==> config.mk <==
export PLATFORM = sky130hd
export DESIGN_NAME = ffha_ctrl
export DESIGN_NICKNAME = d
export VERILOG_FILES = /design/src/hw/rtl/ffha_pkg.sv /design/src/hw/rtl/ffha_ctrl.sv
export SDC_FILE = /design/constraint.sdc
export NUM_CORES = 1
export LEC_CHECK = 0
export BUFFER_PORTS_ARGS = -buffer_cell sky130_fd_sc_hd__buf_2
export CAP_MARGIN = 15
export CORE_MARGIN = 3
export CORE_UTILIZATION = 51
export DETAILED_ROUTE_END_ITERATION = 10
export MAX_ROUTING_LAYER = met4
export PLACE_DENSITY = 0.84
export SETUP_SLACK_MARGIN = 0.02
export SYNTH_ARGS = -nofsm -noshare
export SYNTH_HDL_FRONTEND = slang
export SYNTH_SLANG_ARGS = --single-unit
==> constraint.sdc <==
create_clock -name clk -period 2.22 [get_ports clk]
set_input_delay 0.444 -clock clk [delete_from_list [all_inputs] [get_ports clk]]
set_output_delay 0.444 -clock clk [all_outputs]
set_load 0.005 [all_outputs]
==> src/hw/rtl/ffha_pkg.sv <==
// Shared types and constants for the first-fit heap allocator.
// Used by the cell, the controller and the top level; depends on nothing.
`default_nettype none

package ffha_pkg;

  localparam int unsigned PAGE_BYTES  = 4096;
  localparam int unsigned HDR_BYTES   = 17;
  localparam int unsigned SPLIT_SLACK = 8;

  localparam logic OP_ALLOC = 1'b0;
  localparam logic OP_FREE  = 1'b1;

  localparam logic [1:0] ST_OK     = 2'd0;
  localparam logic [1:0] ST_ZERO   = 2'd1;
  localparam logic [1:0] ST_OOM    = 2'd2;
  localparam logic [1:0] ST_BADPTR = 2'd3;

  typedef struct packed {
    logic        valid;
    logic        free;
    logic [15:0] start;
    logic [16:0] bytes;
  } entry_t;

  typedef enum logic [1:0] {
    SW_ALLOC,
    SW_FREE,
    SW_MERGE
  } sweep_t;

  typedef enum logic [2:0] {
    ACT_NONE,
    ACT_SPLIT,
    ACT_WHOLE,
    ACT_MARK_FREE,
    ACT_MERGE
  } act_t;

  typedef struct packed {
    sweep_t      kind;
    logic        start;
    act_t        act;
    logic [15:0] size;
    logic [15:0] offset;
  } cmd_t;

  // Search token that walks the row one cell per cycle.
  typedef struct packed {
    logic        reach;
    logic        found;
    logic        split;
    logic [15:0] offset;
  } chain_t;

endpackage

`default_nettype wire

==> src/hw/rtl/ffha_ctrl.sv <==
// Sequencer of the allocator: stream handshake, search sweeps, actions, result beat.
// Depends on ffha_pkg.
`default_nettype none

module ffha_ctrl
  import ffha_pkg::*;
(
  input  logic        clk,
  input  logic        rst,
  input  logic        s_tvalid,
  output logic        s_tready,
  input  logic [31:0] s_tdata,
  input  logic [0:0]  s_tuser,
  output logic        m_tvalid,
  input  logic        m_tready,
  output logic [23:0] m_tdata,
  input  chain_t      chain_exit,
  input  logic        full,
  output cmd_t        cmd
);

  typedef enum logic [2:0] {
    S_IDLE,
    S_SWEEP,
    S_MERGE_GO,
    S_DONE
  } state_t;

  state_t      state;
  logic [15:0] res_offset;
  logic [1:0]  res_status;
  logic [15:0] in_size;
  logic [15:0] in_offset;

  assign s_tready  = (state == S_IDLE);
  assign in_size   = s_tdata[15:0];
  assign in_offset = s_tdata[31:16];

  always_ff @(posedge clk) begin
    if (rst) begin
      state      <= S_IDLE;
      m_tvalid   <= 1'b0;
      m_tdata    <= 24'd0;
      cmd.kind   <= SW_ALLOC;
      cmd.start  <= 1'b0;
      cmd.act    <= ACT_NONE;
      cmd.size   <= 16'd0;
      cmd.offset <= 16'd0;
      res_offset <= 16'd0;
      res_status <= ST_OK;
    end else begin
      cmd.start <= 1'b0;
      cmd.act   <= ACT_NONE;
      if (state == S_DONE && (!m_tvalid || m_tready)) begin
        m_tvalid <= 1'b1;
      end else if (m_tready) begin
        m_tvalid <= 1'b0;
      end
      case (state)
        S_IDLE: begin
          if (s_tvalid) begin
            cmd.size   <= in_size;
            cmd.offset <= in_offset;
            res_offset <= 16'd0;
            if (s_tuser[0] == OP_FREE) begin
              if (in_offset == 16'd0) begin
                res_status <= ST_OK;
                state      <= S_DONE;
              end else begin
                cmd.kind  <= SW_FREE;
                cmd.start <= 1'b1;
                state     <= S_SWEEP;
              end
            end else if (in_size == 16'd0) begin
              res_status <= ST_ZERO;
              state      <= S_DONE;
            end else begin
              cmd.kind  <= SW_ALLOC;
              cmd.start <= 1'b1;
              state     <= S_SWEEP;
            end
          end
        end
        S_SWEEP: begin
          if (chain_exit.reach) begin
            case (cmd.kind)
              SW_ALLOC: begin
                if (chain_exit.found) begin
                  cmd.act    <= (chain_exit.split && !full) ? ACT_SPLIT : ACT_WHOLE;
                  res_offset <= chain_exit.offset;
                  res_status <= ST_OK;
                end else begin
                  res_status <= ST_OOM;
                end
                state <= S_DONE;
              end
              SW_FREE: begin
                if (chain_exit.found) begin
                  cmd.act <= ACT_MARK_FREE;
                  state   <= S_MERGE_GO;
                end else begin
                  res_status <= ST_BADPTR;
                  state      <= S_DONE;
                end
              end
              default: begin
                // Merge sweeps repeat until no adjacent free pair is left.
                if (chain_exit.found) begin
                  cmd.act <= ACT_MERGE;
                  state   <= S_MERGE_GO;
                end else begin
                  res_status <= ST_OK;
                  state      <= S_DONE;
                end
              end
            endcase
          end
        end
        S_MERGE_GO: begin
          cmd.kind  <= SW_MERGE;
          cmd.start <= 1'b1;
          state     <= S_SWEEP;
        end
        S_DONE: begin
          if (!m_tvalid || m_tready) begin
            m_tdata <= {6'd0, res_status, res_offset};
            state   <= S_IDLE;
          end
        end
        default: state <= S_IDLE;
      endcase
    end
  end

endmodule

`default_nettype wire
==> impl_metrics.yaml <==
place:
  placedCellCount: 537
  numPortBuffers: 114
  dpl.hpwl_mm: 5.099
  gp_congestion: 0.8044
grt:
  grt_usage_pct: 22.09
  antenna_found_initial: 0
  grt_overflow: 0
  grt_max_degree: 36
  first_global_vias: 2454
  grt_pass1_wl_mm: 11.07
floorplanning:
  start_util_pct: 53.24
  core_area_um2: 5574
  fp.dieH_um: 82.29
  rows: 27
  dieArea_um2: 6771
  ioPinCount: 121
  chipWidth_um: 82.29
sta:
  finalHoldViolCount: 0
  worst_pin_slew_ns: 0.7515
  setup_viol: 0
  fin_crit_ns: 1.615
  fin_skew_ns: 0.01097
  slew_headroom_pct: 49.76
  rsz0062_at_grt: "no"
  fin_setup_tns_ns: 0
  period_share_pct: 72.75
  fmax_ghz: 0.6191
  slew_viol_final: 0
pwr:
  vdd_drop_max_mv: 0.5088
  powerDensity_nw_per_um2: 735.3
  seqPwrFrac_pct: 53.5
  sw_frac_of_total_pct: 26.81
  p_comb_share_pct: 12.1
  p_sw_uw: 732.6
  pwr-share-clk_pct: 34.4
  leakagePower_nw: 1.609
  power.internal_mw: 2.000
worst_setup_path:
  path_class: "reg -> reg"
  crit_required_ns: 2.49
  worst_setup_path_end_kind: "flop"
  crit_fanout: 21
  arrival_ns: 1.89
  cp-start-kind: "flop"
route:
  routedWlPerCell_um: 12.93
  drc_errors: 0
  firstDrtPassIters: 4
  vias: 2839
  drt_iter0_drc: 189
  ant_nets: 0
  routed_wl_mm: 7.148
  drt-vias-per-instance: 5.134
yosys:
  ys_seq_elements: 77
  synth_top_area_share_pct: 51.94
  syn_inst: 369
  synth_area_leaders: "dfxtp_1 52%, nand2_1 15%, a21oi_1 12%"
  ys_warn_count: 0
  synth_ff_type: "dfxtp_1"
  synth.distinct_cells: 38
  yosysSeqAreaShare_pct: 51.94
  synth-edff-count: 0
  syn_area_um2: 2968
  async_flop_share_pct: 0
  synth.avg_cell_area_um2: 8.043
  yosysTopAreaCell: "dfxtp_1"
clock_network:
  cts_sinks: 77
  cts_tree: "built"
  h-tree-depth: 3
  cts-root-buf: "clkbuf_8"
  post_cts.resized_instances: 0
  insertion_delay_ns: 0.35
  cts_setup_buffers: 0
  clk_pin_slew_worst_paths_ns: 0.08
  numCtsBuffers: 9
  cts_buffer_depth: 2
  cts-hold-fix-buffers: 0
final_layout:
  area_growth_pct: 25.21
  drive_gt1_share_pct: 29.94
  final_cell_mix: "121 x nand2_1, 114 x buf_2, 77 x dfxtp_1"
  fin_cells: 553
  nets: 533
  final_common_cell: "nand2_1"
  n_antenna_cell: 0
status:
  status: "complete, no violations"
run:
  timing.max_cap.violations: 0
min_path:
  hold_class: "in -> reg"
[power by group through the flow]
stage	Combinational [mW]	Sequential (mW)	Clock, mW
finish	0.331	1.46	0.939
global route	0.371	1.47	1.02
CTS	0.332	1.46	0.959
detailed placement	0.331	1.49	0
global placement	0.324	1.49	0
floorplan	0.198	1.50	0
[metrics by stage]
step | cell area, µm² | util, % | total power [mW] | setup slack [ns] | hold WS [ns]
floorplan | 2987 | - | 1.696 | 0.7503 | 0.4321
global placement | 3540 | 63.50 | 1.816 | 0.4188 | 0.4371
detailed placement | 3540 | 63.50 | 1.825 | 0.3521 | 0.4430
CTS | 3716 | 66.67 | 2.753 | 0.6133 | 0.3325
global route | 3716 | 66.67 | 2.861 | 0.4593 | 0.3305
finish | 3716 | 66.67 | 2.732 | 0.6049 | 0.3411
[sequential cells by signal, indices dropped and copies added (netlist names)]
register / cells
state: 2
res_status: 2
m_tvalid: 1
cmd: 38
m_tdata: 18
res_offset: 16
[Yosys cell counts (2+ instances only)]
| master | instances |
|---|---|
| nand2_1 | 121 |
| dfxtp_1 | 77 |
| a21oi_1 | 69 |
| nand3_1 | 18 |
| clkbuf_1 | 12 |
| nor4_1 | 9 |
| buf_2 | 8 |
| nor2_1 | 8 |
| buf_4 | 7 |
| nand2b_1 | 6 |
| inv_1 | 3 |
| mux2i_1 | 3 |
| nand4_1 | 2 |
| o21a_1 | 2 |
[path summary, 6_finish.rpt]
| check | from | end | slack (ns) | cells past startpoint |
|---|---|---|---|---|
| setup / recovery | state[1]$_SDFFE_PP0P_ | res_offset[2]$_SDFFE_PP0P_ | 0.60 | 5 |
| setup reg to reg | state[1]$_SDFFE_PP0P_ | res_offset[2]$_SDFFE_PP0P_ | 0.60 | 5 |
| hold reg to reg | m_tdata[10]$_SDFFE_PP0P_ | m_tdata[10]$_SDFFE_PP0P_ | 0.45 | 2 |
| hold / removal | chain_exit[5] | res_offset[5]$_SDFFE_PP0P_ | 0.34 | 3 |
[area by class of cell]
class                      count  area, µm²
clock buffer                  10      137.6
clock inverter                 6      38.79
fill                         479       1858
inverter                       3      11.26
multi-input combinational    265       1281
sequential                    77       1541
tap                           72      90.09
timing repair buffer         120      615.6
[per-layer routing]
| metal | up-vias | global-route usage, % | wire length (µm) | part of all wire (%) |
|---|---|---|---|---|
| met5 | - | - | 0 | 0 |
| met4 | 0 | 8.472 | 100 | 1.4 |
| met3 | 12 | 6.941 | 589 | 8.2 |
| met2 | 105 | 33.81 | 3352 | 47 |
| met1 | 1286 | 27.22 | 3106 | 43 |
| li1 | 1436 | - | - | - |
[critical path, stage by stage, from the launching register on]
cell and delay (ns):
dfxtp_1 0.31, and2b_4 0.42, a21oi_2 0.14, a21oi_4 0.38, nand3_1 0.13, a21oi_1 0.16
[kinds of logic after synthesis]
kind of cell	synth area share, %
muxes	1.391
DFF	51.94
buffers and inverters	5.523
AOI/OAI and AO/OA	15.64
and+or+nand+nor	25.38
other	0.1264
No activity file was read; power rests on OpenSTA's default activity.
