<file path="config.mk">
export PLATFORM = sky130hd
export DESIGN_NAME = ffha_cell
export DESIGN_NICKNAME = d
export VERILOG_FILES = /design/src/hw/rtl/ffha_pkg.sv /design/src/hw/rtl/ffha_cell.sv
export SDC_FILE = /design/constraint.sdc
export NUM_CORES = 1
export LEC_CHECK = 0
export ABC_AREA = 1
export BUFFER_PORTS_ARGS = -buffer_cell sky130_fd_sc_hd__clkbuf_2
export CAP_MARGIN = 20
export CORE_ASPECT_RATIO = 0.75
export CORE_MARGIN = 2
export CORE_UTILIZATION = 56
export DETAILED_ROUTE_END_ITERATION = 12
export PLACE_DENSITY = 0.84
export SKIP_CTS_REPAIR_TIMING = 1
export SYNTH_ARGS = -nofsm -noshare
export SYNTH_HDL_FRONTEND = slang
export SYNTH_SLANG_ARGS = --single-unit
</file>
<file path="constraint.sdc">
create_clock -name clk -period 2.8 [get_ports clk]
set_input_delay 0.14 -clock clk [delete_from_list [all_inputs] [get_ports clk]]
set_output_delay 0.14 -clock clk [all_outputs]
set_load 0.1 [all_outputs]
</file>
<file path="src/hw/rtl/ffha_pkg.sv">
// Shared types and constants for the first-fit heap allocator.
// Used by the cell, the controller and the top level; depends on nothing.
`default_nettype none

package ffha_pkg;

  localparam int unsigned PAGE_BYTES  = 4096;
  localparam int unsigned HDR_BYTES   = 17;
  localparam int unsigned SPLIT_SLACK = 8;

  localparam logic OP_ALLOC = 1'b0;
  localparam logic OP_FREE  = 1'b1;

  localparam logic [1:0] ST_OK     = 2'd0;
  localparam logic [1:0] ST_ZERO   = 2'd1;
  localparam logic [1:0] ST_OOM    = 2'd2;
  localparam logic [1:0] ST_BADPTR = 2'd3;

  typedef struct packed {
    logic        valid;
    logic        free;
    logic [15:0] start;
    logic [16:0] bytes;
  } entry_t;

  typedef enum logic [1:0] {
    SW_ALLOC,
    SW_FREE,
    SW_MERGE
  } sweep_t;

  typedef enum logic [2:0] {
    ACT_NONE,
    ACT_SPLIT,
    ACT_WHOLE,
    ACT_MARK_FREE,
    ACT_MERGE
  } act_t;

  typedef struct packed {
    sweep_t      kind;
    logic        start;
    act_t        act;
    logic [15:0] size;
    logic [15:0] offset;
  } cmd_t;

  // Search token that walks the row one cell per cycle.
  typedef struct packed {
    logic        reach;
    logic        found;
    logic        split;
    logic [15:0] offset;
  } chain_t;

endpackage

`default_nettype wire

</file>
<file path="src/hw/rtl/ffha_cell.sv">
// One block-table entry of the allocator row, with its share of the search chain.
// Depends on ffha_pkg.
`default_nettype none

module ffha_cell
  import ffha_pkg::*;
#(
  parameter logic        FIRST      = 1'b0,
  parameter logic [16:0] INIT_BYTES = 17'd65519
) (
  input  logic   clk,
  input  logic   rst,
  input  cmd_t   cmd,
  input  chain_t chain_in,
  output chain_t chain_out,
  input  entry_t left_ent,
  input  logic   left_win,
  input  entry_t right_ent,
  input  logic   right_win,
  output entry_t ent,
  output logic   win
);

  logic        past;
  logic [16:0] hdr_end;
  logic        cond;
  logic        split_here;
  entry_t      new_ent;
  logic [16:0] merged_bytes;

  always_comb begin
    hdr_end    = {1'b0, ent.start} + 17'(HDR_BYTES);
    split_here = {1'b0, ent.bytes} > ({2'b00, cmd.size} + 18'(HDR_BYTES + SPLIT_SLACK));
    case (cmd.kind)
      SW_ALLOC: cond = ent.valid && ent.free && (ent.bytes >= {1'b0, cmd.size});
      SW_FREE:  cond = ent.valid && (hdr_end == {1'b0, cmd.offset});
      SW_MERGE: cond = ent.valid && ent.free && left_ent.valid && left_ent.free;
      default:  cond = 1'b0;
    endcase
    new_ent.valid = 1'b1;
    new_ent.free  = 1'b1;
    new_ent.start = left_ent.start + 16'(HDR_BYTES) + cmd.size;
    new_ent.bytes = left_ent.bytes - {1'b0, cmd.size} - 17'(HDR_BYTES);
    merged_bytes  = ent.bytes + 17'(HDR_BYTES) + right_ent.bytes;
  end

  always_ff @(posedge clk) begin
    if (rst) begin
      ent.valid       <= FIRST;
      ent.free        <= FIRST;
      ent.start       <= 16'd0;
      ent.bytes       <= INIT_BYTES;
      win             <= 1'b0;
      past            <= 1'b0;
      chain_out.reach <= 1'b0;
      chain_out.found <= 1'b0;
      chain_out.split <= 1'b0;
      chain_out.offset <= 16'd0;
    end else begin
      chain_out.reach <= chain_in.reach;
      if (chain_in.reach) begin
        win             <= cond && !chain_in.found;
        past            <= chain_in.found;
        chain_out.found <= chain_in.found || cond;
        if (cond && !chain_in.found) begin
          chain_out.offset <= hdr_end[15:0];
          chain_out.split  <= split_here;
        end else begin
          chain_out.offset <= chain_in.offset;
          chain_out.split  <= chain_in.split;
        end
      end
      case (cmd.act)
        ACT_SPLIT: begin
          if (win) begin
            ent.bytes <= {1'b0, cmd.size};
            ent.free  <= 1'b0;
          end else if (left_win) begin
            ent <= new_ent;
          end else if (past) begin
            ent <= left_ent;
          end
        end
        ACT_WHOLE: begin
          if (win) ent.free <= 1'b0;
        end
        ACT_MARK_FREE: begin
          if (win) ent.free <= 1'b1;
        end
        ACT_MERGE: begin
          // The right cell of the pair drops out and everything above it moves down.
          if (win || past) begin
            ent <= right_ent;
          end else if (right_win) begin
            ent.bytes <= merged_bytes;
          end
        end
        default: begin
        end
      endcase
    end
  end

endmodule

`default_nettype wire

</file>
==> results.rst, run 1 <==
.. list-table::
   :header-rows: 1

   * - Metric
     - Value
   * - I/O pin count
     - 186
   * - Yosys warnings
     - 0
   * - Result of the run
     - complete, no violations
   * - Hold Path Depth
     - 3
   * - Placer congestion estimate
     - 1.00
   * - Average size of a mapped cell
     - 6.36 um2
   * - Startpoint Class
     - register
   * - Max-cap violations
     - 0
   * - Worst min-delay path category
     - input port to register
   * - Area enclosed by the die boundary
     - 14700 um2
   * - WHS
     - 94.4 ps
   * - Class of the most critical setup path
     - register to register
   * - First-pass DRT Iterations
     - 8
   * - Highest layer used for signal routing
     - met4
   * - Clock network fraction of total power
     - 18.2%
   * - CP Buf/Inv Count
     - 0
   * - Overall global routing resource usage
     - 34.0%
   * - Total congestion overflow
     - 0
   * - Primary FF master, synth
     - dfxtp_1
   * - Synthesized-area fraction occupied by xor and xnor cells
     - 4.63%
   * - Pin count of the biggest net entering global routing
     - 33
   * - Via count
     - 9126
   * - Terminus of the critical flop-to-flop path
     - ent[12]$_SDFFE_PP1P_
   * - Maximum buffer depth of the clock tree
     - 2
   * - Slew at the pin closest to its max-slew limit
     - 854 ps
   * - Adder and majority cell fraction of the synthesized area
     - 21.3%
   * - Layout overhead on the synthesized area
     - 19.1%
   * - Sequential share of power
     - 25.2%
   * - Net switching share of the total power
     - 48.6%
   * - Synthesized Nets
     - 1468
   * - Global-route wire length before repair
     - 40700 um
   * - Crit-path max FO
     - 5
   * - Total length of routed met3 wires
     - 3230 um
   * - Top cell family by delay on the critical path
     - compound AO/OA/AOI/OAI gates
   * - Mux share of post-synthesis cell area
     - 0%
   * - CTS tree
     - built
   * - Cell Int Power
     - 1.88 mW
   * - Delay of the slowest cell on the worst path
     - 410 ps
   * - CTS clk-pin slew, worst paths
     - 80 ps
   * - Clock root buffer master
     - clkbuf_16
   * - Data required time of the worst path
     - 2980 ps
   * - Post-route antenna net violation count
     - 0
   * - Worst-case headroom to the max-slew limit
     - 42.9%
   * - Final worst clock skew
     - 10.3 ps
   * - Total number of H-tree levels
     - 2
   * - Number of cells traversed by the worst register-to-register path
     - 13
   * - Clock buffer count from CTS
     - 5
   * - Endpoint of the worst hold path
     - ent[18]$_SDFFE_PP0P_
   * - Launch point of the worst hold path
     - right_ent[18]
   * - Antenna violations before repair
     - 0
   * - Final critical delay including setup and external delays
     - 2600 ps
   * - Post-layout nets
     - 1662
   * - Met2 layer wire length in the routed design
     - 10300 um
   * - Power density relative to cell area
     - 399 nW/um2
   * - Critical Path Slowest Stage Cell
     - dfxtp_2
   * - Cell-by-cell trace of the critical path
     - ha_1 > ha_1 > nand3_1 > a21oi_1 > nor2_1 > o21ai_0 > a21boi_1 > o21ai_0 > nand2_1 > nand2_1 > nand4_1 > nand2_1 > nand2_1
   * - Final number of max-transition violations
     - 0
   * - Via density per instance
     - 5.78
   * - Post-synthesis sequential element count
     - 56
   * - Most frequent cell on the critical path
     - nand2_1
   * - Final TNS setup
     - 0 ps
   * - Count of buffers from port buffering
     - 184
   * - Reg2Reg Setup Slack
     - 200 ps
   * - Clock latency at the later pin of the worst-skew pair
     - 310 ps
   * - Per-cell routed wire length
     - 16.2 um
   * - Initial detailed-routing violation count
     - 1030
   * - Initial standard-cell utilization of the core
     - 56.6%
   * - P_sw
     - 1.77 mW
   * - P_leak
     - 4.84 nW
   * - Height of the die
     - 105 um
   * - Mapped Cells
     - 1208
   * - Remaining DRCs
     - 0
   * - Count of flip-flops with a built-in enable after synthesis
     - 0
   * - Chip width
     - 139 um
   * - Async set or reset register ratio after synthesis
     - 0%
   * - Core outline area
     - 13600 um2
   * - Vias in the first global route
     - 8296
   * - Compound-gate portion of the synthesized area
     - 20.4%
   * - Comb pwr share
     - 56.6%
   * - Sequential-to-total area share from yosys stat
     - 14.6%
   * - Worst VDD drop
     - 0.299 mV
   * - Count of clock tree sinks
     - 56
   * - Placement row count
     - 37
   * - Largest family of logic cells by synthesized area
     - simple AND/OR/NAND/NOR gates
   * - Worst Setup End Kind
     - register
   * - Final clock period utilization by the worst path
     - 92.8%
   * - Met1 wire length
     - 11300 um
   * - Diode count
     - 0
   * - Source of the worst register-to-register timing path
     - ent[3]$_SDFFE_PP1P_
   * - Arrival time at the worst endpoint
     - 2780 ps
   * - Mapped cell area
     - 7680 um2
   * - Hold violation count in the final report
     - 0
   * - Synthesized-area fraction occupied by and/or/nand/nor cells
     - 28.8%
   * - Routed Wire Length
     - 25500 um
   * - Total of endpoints with negative setup slack in the final report
     - 0
   * - Half-perimeter wire length of the detailed placement result
     - 21000 um
   * - Synth unique cells
     - 47
   * - Fraction of final layout cells sized beyond drive strength 1
     - 19.5%
   * - F_max
     - 385 MHz
sequential cells by signal (all words and copies together), names as in the netlist:
| signal | count |
|---|---|
| chain_out | 19 |
| ent | 35 |
| past | 1 |
| win | 1 |
synth_stat cells (all sizes together), types with 3 or more instances:
cell type | n | area (um2)
a211o | 3 | 26.3
a211oi | 6 | 45.0
a21boi | 3 | 22.5
a21o | 6 | 45.0
a21oi | 115 | 576
a221oi | 6 | 52.6
a31oi | 9 | 56.3
a32oi | 3 | 26.3
buf | 5 | 31.3
clkbuf | 28 | 105
dfxtp | 56 | 1120
fa | 3 | 60.1
ha | 126 | 1580
inv | 173 | 649
nand2 | 259 | 992
nand3 | 100 | 513
nand3b | 4 | 30.0
nand4 | 19 | 119
nor2 | 84 | 335
nor3 | 25 | 146
o211ai | 18 | 135
o21ai | 83 | 419
o21bai | 5 | 37.5
o221ai | 6 | 52.6
o22ai | 4 | 25.0
o31ai | 4 | 30.0
or2 | 7 | 43.8
xnor2 | 12 | 105
xor2 | 26 | 228
worst max path at each step:
stage / from / endpoint / slack [ps] / cells past startpoint
global placement: cmd[16] / chain_out[16]$_SDFFE_PP0P_ / 60 / 22
CTS: ent[1]$_SDFFE_PP1P_ / ent[13]$_SDFFE_PP1P_ / -40 / 13
detailed placement: cmd[16] / chain_out[16]$_SDFFE_PP0P_ / -2 / 22
global route: ent[3]$_SDFFE_PP1P_ / ent[12]$_SDFFE_PP1P_ / -20 / 13
floorplan: ent[13]$_SDFFE_PP1P_ / ent[16]$_SDFFE_PP0P_ / 8 / 10
finish: ent[3]$_SDFFE_PP1P_ / ent[12]$_SDFFE_PP1P_ / 200 / 13
cell usage in the layout, fill, tap and decap left out, drive strengths merged, types with 36 or more instances in the layout:
cell type and n:
nor2 84, a21oi 115, buf 36, dfxtp 56, nand2 259, o21ai 83
inv 176, clkbuf 189, ha 126, nand3 100
cell type report:
cell class,count,area [um2]
multi-input cells,944,5790
fillers,1254,4420
repair buffers,220,1190
flip-flops and latches,56,1140
inverters,175,657
well taps,175,219
clock buffers,5,125
clock inverters,3,23.8
stage by stage:
| stage | power, mW | cell area (um2) | cells | util, % | setup slack [ps] |
|---|---|---|---|---|---|
| global placement | 2.88 | 8970 | 1569 | 66.2 | 57.4 |
| finish | 3.65 | 9150 | 1578 | 67.4 | 200 |
| floorplan | 2.38 | 7700 | 1208 | - | 7.72 |
| global route | 3.89 | 9150 | 1578 | 67.4 | -19.1 |
| CTS | 3.59 | 9120 | 1577 | 67.3 | -40.0 |
| detailed placement | 2.93 | 8970 | 1569 | 66.2 | -2.02 |
kinds of logic (layout without fill, tap and decap cells):
group / Yosys count / in the layout
compound gates: 273 / 273
simple gates: 503 / 503
buf+inv: 208 / 403
flops: 56 / 56
xor+xnor: 39 / 39
fa+ha+maj: 129 / 129
layer usage:
layer	vias to the layer above	global-route usage, %
met1	4088	49.1
met4	0	9.52
met3	51	7.86
met2	490	50.5
met5	-	0
li1	4497	-
tightest hold or removal path: stages:
cell	delay [ps]
clkbuf_2	80
nand2_1	60
a31oi_1	70
power by group through the flow:
| stage | clock network, mW | registers, mW | logic (mW) |
|---|---|---|---|
| after floorplan | 0 | 1.29 | 1.08 |
| after global placement | 0 | 0.932 | 1.95 |
| after detailed placement | 0 | 0.933 | 1.99 |
| after CTS | 0.664 | 0.915 | 2.01 |
| after global routing | 0.694 | 0.925 | 2.27 |
| final | 0.664 | 0.919 | 2.07 |
(Power assumes the default switching activity.)
==> run 2, diff against run 1 <==
--- a/config.mk
+++ b/config.mk
@@ -12,7 +12,7 @@
 export CORE_MARGIN = 2
 export CORE_UTILIZATION = 56
 export DETAILED_ROUTE_END_ITERATION = 12
-export PLACE_DENSITY = 0.84
+export PLACE_DENSITY = 0.83
 export SKIP_CTS_REPAIR_TIMING = 1
 export SYNTH_ARGS = -nofsm -noshare
 export SYNTH_HDL_FRONTEND = slang
==> run 2 against run 1 <==
Net effect: die area stayed put; flip-flop and latch count is the same; design area grew 0.77%; clock power rose by 2%; cell count rose by 0.51%; critical path type unchanged.
==> results.rst, run 2 (synthesized netlist as in run 1, its figures left out) <==
.. list-table::
   :header-rows: 1

   * - Metric
     - Value
   * - Slew at the pin closest to its max-slew limit
     - 826 ps
   * - Per-cell routed wire length
     - 16.2 um
   * - Clock network fraction of total power
     - 18.5%
   * - Count of clock tree sinks
     - 56
   * - F_max
     - 381 MHz
   * - Chip width
     - 139 um
   * - Cell Int Power
     - 1.88 mW
   * - Post-layout nets
     - 1670
   * - Total congestion overflow
     - 0
   * - Critical Path Slowest Stage Cell
     - fa_2
   * - Placement-stage cell area
     - 9040 um2
   * - Worst min-delay path category
     - input port to register
   * - Sequential share of power
     - 25.1%
   * - Initial standard-cell utilization of the core
     - 56.6%
   * - Final worst clock skew
     - 11.3 ps
   * - WHS
     - 96.3 ps
   * - CTS tree
     - built
   * - Crit-path max FO
     - 3
   * - Top flop regs
     - ent (35), chain_out (19)
   * - Flip-flop count of the largest register, all copies and words added
     - 35
   * - Pin count of the biggest net entering global routing
     - 33
   * - Filler cell count
     - 1256
   * - Clock root buffer master
     - clkbuf_16
   * - Most frequent cell on the critical path
     - nand3_1
   * - Post-route cell area
     - 9220 um2
   * - Path length in cells of the critical path
     - 13
   * - Diode count
     - 0
   * - Half-perimeter wire length of the detailed placement result
     - 21400 um
   * - Startpoint Class
     - register
   * - Arrival time at the worst endpoint
     - 2830 ps
   * - Via density per instance
     - 5.68
   * - Total of endpoints with negative setup slack in the final report
     - 0
   * - Leading cell type in the layout, fill and taps excluded
     - nand2_1
   * - Busiest grt layer
     - met1
   * - Worst VDD drop
     - 0.354 mV
   * - Area enclosed by the die boundary
     - 14700 um2
   * - Antenna violations before repair
     - 0
   * - Layout overhead on the synthesized area
     - 20.0%
   * - Placement row count
     - 37
   * - Total number of H-tree levels
     - 2
   * - Met3 Use GR
     - 8.31%
   * - Setup slack of the critical path after layout
     - 178 ps
   * - Number of cells traversed by the worst register-to-register path
     - 13
   * - Post-route antenna net violation count
     - 0
   * - CTS clk-pin slew, worst paths
     - 90 ps
   * - Net switching share of the total power
     - 48.6%
   * - Most used cells in the layout excluding fill and tap cells
     - nand2_1, clkbuf_2, inv_1
   * - Clock latency at the later pin of the worst-skew pair
     - 310 ps
   * - Remaining DRCs
     - 0
   * - Clock buffer count from CTS
     - 5
   * - Max-cap violations
     - 0
   * - CP Buf/Inv Count
     - 0
   * - Share of the core filled with cells in the final layout
     - 68.0%
   * - Number of placed instances with taps included
     - 1578
   * - Height of the die
     - 105 um
   * - Source of the worst register-to-register timing path
     - ent[1]$_SDFFE_PP1P_
   * - Reg2Reg Setup Slack
     - 180 ps
   * - Grt met1 use
     - 50.4%
   * - Worst Setup End Kind
     - register
   * - Result of the run
     - complete, no violations
   * - Maximum buffer depth of the clock tree
     - 2
   * - Placer congestion estimate
     - 1.05
   * - First-pass DRT Iterations
     - 5
   * - End point of the critical path
     - ent[13]$_SDFFE_PP1P_
   * - Worst-case headroom to the max-slew limit
     - 44.7%
   * - Final number of max-transition violations
     - 0
   * - Met2 usage
     - 50.2%
   * - Post-placement setup slack
     - -7.75 ps
   * - Data required time of the worst path
     - 3010 ps
   * - Terminus of the critical flop-to-flop path
     - ent[13]$_SDFFE_PP1P_
   * - Initial detailed-routing violation count
     - 795
   * - Vias in the first global route
     - 8004
   * - Core outline area
     - 13600 um2
   * - Comb pwr share
     - 56.4%
   * - Routed Wire Length
     - 25700 um
   * - P_leak
     - 4.88 nW
   * - Non-Filler Instances
     - 1586
   * - I/O pin count
     - 186
   * - Final critical delay including setup and external delays
     - 2620 ps
   * - Fraction of final layout cells sized beyond drive strength 1
     - 20.2%
   * - Register name with the most flops
     - ent
   * - P_sw
     - 1.78 mW
   * - Delay of the slowest cell on the worst path
     - 380 ps
   * - Power density relative to cell area
     - 398 nW/um2
   * - Hold violation count in the final report
     - 0
   * - Final clock period utilization by the worst path
     - 93.6%
   * - Final TNS setup
     - 0 ps
   * - Cell-by-cell trace of the critical path
     - ha_1 > ha_1 > fa_2 > nand3_1 > nand3_1 > a21oi_2 > o21ai_0 > a21boi_1 > o21ai_1 > o21ai_0 > nand3_1 > nand2_1 > nand2_1
   * - Overall global routing resource usage
     - 34.1%
   * - Top cell family by delay on the critical path
     - adder cells
   * - Crit path launch
     - ent[1]$_SDFFE_PP1P_
   * - Class of the most critical setup path
     - register to register
   * - Global-route wire length before repair
     - 40400 um
   * - Via count
     - 9002
   * - Count of buffers from port buffering
     - 184
   * - Overall power consumption
     - 3.67 mW
run 2: cell count changes in the layout (fill, tap and decap cells not counted), sizes merged:
cell / before / now
buf: 36 / 44
clkinv: 2 / 3
inv: 176 / 175
run 2: power groups by stage:
stage / registers [mW] / clock network (mW) / logic, mW
after floorplan: 1.29 / 0 / 1.08
after global placement: 0.932 / 0 / 1.98
after detailed placement: 0.934 / 0 / 2.01
after CTS: 0.916 / 0.680 / 2.03
after global routing: 0.925 / 0.710 / 2.28
final: 0.919 / 0.679 / 2.07
run 2: layout make-up:
cell class	count	area, um2	share of cell area, %
repair buffers	228	1250	13.6
clock inverters	3	26.3	0.285
flip-flops and latches	56	1140	12.4
clock buffers	5	125	1.36
well taps	175	219	2.38
inverters	175	657	7.13
multi-input cells	944	5800	62.9
run 2: worst min path at each step:
stage	startpoint	end	slack, ps	cells past startpoint
floorplan	chain_in[16]	chain_out[16]$_SDFFE_PP0P_	280	2
global placement	right_ent[20]	ent[20]$_SDFFE_PP0P_	410	3
detailed placement	chain_in[16]	chain_out[16]$_SDFFE_PP0P_	400	3
CTS	chain_in[16]	chain_out[16]$_SDFFE_PP0P_	90	3
global route	chain_in[16]	chain_out[16]$_SDFFE_PP0P_	100	3
finish	right_ent[17]	ent[17]$_SDFFE_PP0P_	100	3
run 2: metal layers:
layer | vias up | part of all wire, %
met2 | 438 | 40
met4 | 0 | 1.9
li1 | 4508 | -
met5 | - | 0
met3 | 44 | 12
met1 | 4012 | 46
run 2: worst reg2reg max path: cells and delay by family, from the launching register on:
family                     cells  cell delay [ps]
AOI/OAI and AO/OA              5              870
adders and majority gates      3              890
DFF                            1              360
and+or+nand+nor                5              420
==> run 3, diff against run 2 <==
--- a/config.mk
+++ b/config.mk
@@ -6,7 +6,7 @@
 export NUM_CORES = 1
 export LEC_CHECK = 0
 export ABC_AREA = 1
-export BUFFER_PORTS_ARGS = -buffer_cell sky130_fd_sc_hd__clkbuf_2
+export BUFFER_PORTS_ARGS = -buffer_cell sky130_fd_sc_hd__buf_2
 export CAP_MARGIN = 20
 export CORE_ASPECT_RATIO = 0.75
 export CORE_MARGIN = 2
==> run 3 against run 2 <==
Net effect: sequential power barely moved; worst setup slack improved by 18 ps; core utilization is 0.33 points lower; worst hold slack gained 15 ps; critical path type unchanged; largest power group unchanged.
==> results.rst, run 3 (synthesized netlist as in run 1, its figures left out) <==
.. list-table::
   :header-rows: 1

   * - Metric
     - Value
   * - Result of the run
     - complete, no violations
   * - Final clock period utilization by the worst path
     - 93.0%
   * - Clock network fraction of total power
     - 18.4%
   * - Arrival time at the worst endpoint
     - 2860 ps
   * - Clock root buffer master
     - clkbuf_16
   * - P_sw
     - 1.77 mW
   * - Unrepaired setup endpoints after global routing
     - no
   * - Area enclosed by the die boundary
     - 14700 um2
   * - CP Buf/Inv Count
     - 0
   * - Startpoint Class
     - register
   * - Critical Path Slowest Stage Cell
     - dfxtp_4
   * - Count of clock tree sinks
     - 56
   * - First-pass DRT Iterations
     - 5
   * - Initial detailed-routing violation count
     - 912
   * - Worst-case headroom to the max-slew limit
     - 48.1%
   * - Final number of max-transition violations
     - 0
   * - Sequential share of power
     - 25.1%
   * - Post-route cell area
     - 9170 um2
   * - Net switching share of the total power
     - 48.5%
   * - Crit-path max FO
     - 5
   * - Cell Int Power
     - 1.88 mW
   * - Height of the die
     - 105 um
   * - Most frequent cell on the critical path
     - nand3_1
   * - Total number of H-tree levels
     - 2
   * - Pin count of the biggest net entering global routing
     - 33
   * - Layout overhead on the synthesized area
     - 19.4%
   * - Filler cell count
     - 1300
   * - Top cell family by delay on the critical path
     - adder cells
   * - Core outline area
     - 13600 um2
   * - Fraction of final layout cells sized beyond drive strength 1
     - 19.7%
   * - Final worst clock skew
     - 11.0 ps
   * - Number of placed instances with taps included
     - 1572
   * - Top flop regs
     - ent (35), chain_out (19)
   * - Share of the core filled with cells in the final layout
     - 67.6%
   * - F_max
     - 384 MHz
   * - Total of endpoints with negative setup slack in the final report
     - 0
   * - Remaining DRCs
     - 0
   * - Maximum buffer depth of the clock tree
     - 2
   * - Chip width
     - 139 um
   * - Overall global routing resource usage
     - 34.9%
   * - Placement row count
     - 37
   * - Slew at the pin closest to its max-slew limit
     - 778 ps
   * - Power density relative to cell area
     - 399 nW/um2
   * - Vias in the first global route
     - 8305
   * - Global-route wire length before repair
     - 41700 um
   * - Total congestion overflow
     - 0
   * - Register name with the most flops
     - ent
   * - Comb pwr share
     - 56.5%
   * - Worst Setup End Kind
     - register
   * - Post-layout nets
     - 1665
   * - Placer congestion estimate
     - 0.993
   * - Worst min-delay path category
     - input port to register
   * - Clock buffer count from CTS
     - 5
   * - Via count
     - 9124
   * - Placement-stage cell area
     - 9000 um2
   * - Leading cell type in the layout, fill and taps excluded
     - nand2_1
   * - Via density per instance
     - 5.77
   * - Clock latency at the later pin of the worst-skew pair
     - 310 ps
   * - Final critical delay including setup and external delays
     - 2600 ps
   * - Cell-by-cell trace of the critical path
     - ha_1 > ha_1 > fa_2 > nand3_1 > nand3_1 > a21oi_2 > o21ai_0 > a21boi_1 > o21ai_0 > a21oi_1 > o21ai_1 > nand3_1 > nand2_1 > nand2_1
   * - Flip-flop count of the largest register, all copies and words added
     - 35
   * - Class of the most critical setup path
     - register to register
   * - Non-Filler Instances
     - 1582
   * - Count of buffers from port buffering
     - 184
   * - Initial standard-cell utilization of the core
     - 56.6%
   * - Post-route antenna net violation count
     - 0
   * - Worst VDD drop
     - 0.284 mV
   * - CTS clk-pin slew, worst paths
     - 80 ps
   * - CTS tree
     - built
   * - Antenna violations before repair
     - 1
   * - I/O pin count
     - 186
   * - Delay of the slowest cell on the worst path
     - 370 ps
   * - Final TNS setup
     - 0 ps
   * - Half-perimeter wire length of the detailed placement result
     - 21300 um
   * - Data required time of the worst path
     - 3060 ps
   * - Routed Wire Length
     - 25700 um
   * - P_leak
     - 4.83 nW
   * - Per-cell routed wire length
     - 16.3 um
   * - Max-cap violations
     - 0
   * - Most used cells in the layout excluding fill and tap cells
     - nand2_1, buf_2, inv_1
   * - WHS
     - 112 ps
   * - Hold violation count in the final report
     - 0
## run 3: final timing paths
check | start | to | slack [ps] | depth (start not counted)
worst max-delay path | ent[1]$_SDFFE_PP1P_ | ent[13]$_SDFFE_PP1P_ | 200 | 14
worst min-delay path | right_ent[17] | ent[17]$_SDFFE_PP0P_ | 110 | 3
worst max register to register | ent[1]$_SDFFE_PP1P_ | ent[13]$_SDFFE_PP1P_ | 200 | 14
worst min register to register | chain_out[9]$_SDFFE_PP0P_ | chain_out[9]$_SDFFE_PP0P_ | 470 | 2
## run 3: stage by stage
step | power [mW] | setup slack, ps
3_3_place_gp | 2.91 | 67.5
4_1_cts | 3.61 | 12.7
3_5_place_dp | 2.94 | -27.3
5_1_grt | 3.92 | 35.3
6_report | 3.66 | 196
2_1_floorplan | 2.38 | 7.72
## run 3: metal layers
metal	GRT usage, %	wire length [um]
met2	52.0	10400
met4	7.07	419
met5	0	0
met3	6.68	2940
met1	52.3	12000
## run 3: power by group through the flow
stage / Clock (mW) / Combinational (mW) / Sequential [mW]
floorplan: 0 / 1.08 / 1.29
global route: 0.712 / 2.29 / 0.923
detailed placement: 0 / 2.00 / 0.933
CTS: 0.674 / 2.02 / 0.914
global placement: 0 / 1.98 / 0.931
finish: 0.672 / 2.07 / 0.917
## run 3: area by class of cell
type	count	area [um2]	share of cell area [%]
Sequential cell	56	1140	12.4
Clock inverter	3	23.8	0.259
Inverter	175	657	7.16
Tap cell	175	219	2.39
Antenna cell	1	2.50	0.0273
Clock buffer	5	125	1.36
Multi-Input combinational cell	944	5790	63.1
Timing Repair Buffer	223	1210	13.2
## run 3: tightest hold or removal path: cells and delay by family
family	cells	cell delay (ps)
AO/OA/AOI/OAI	1	80
buffers and inverters	1	100
AND/OR/NAND/NOR	1	50
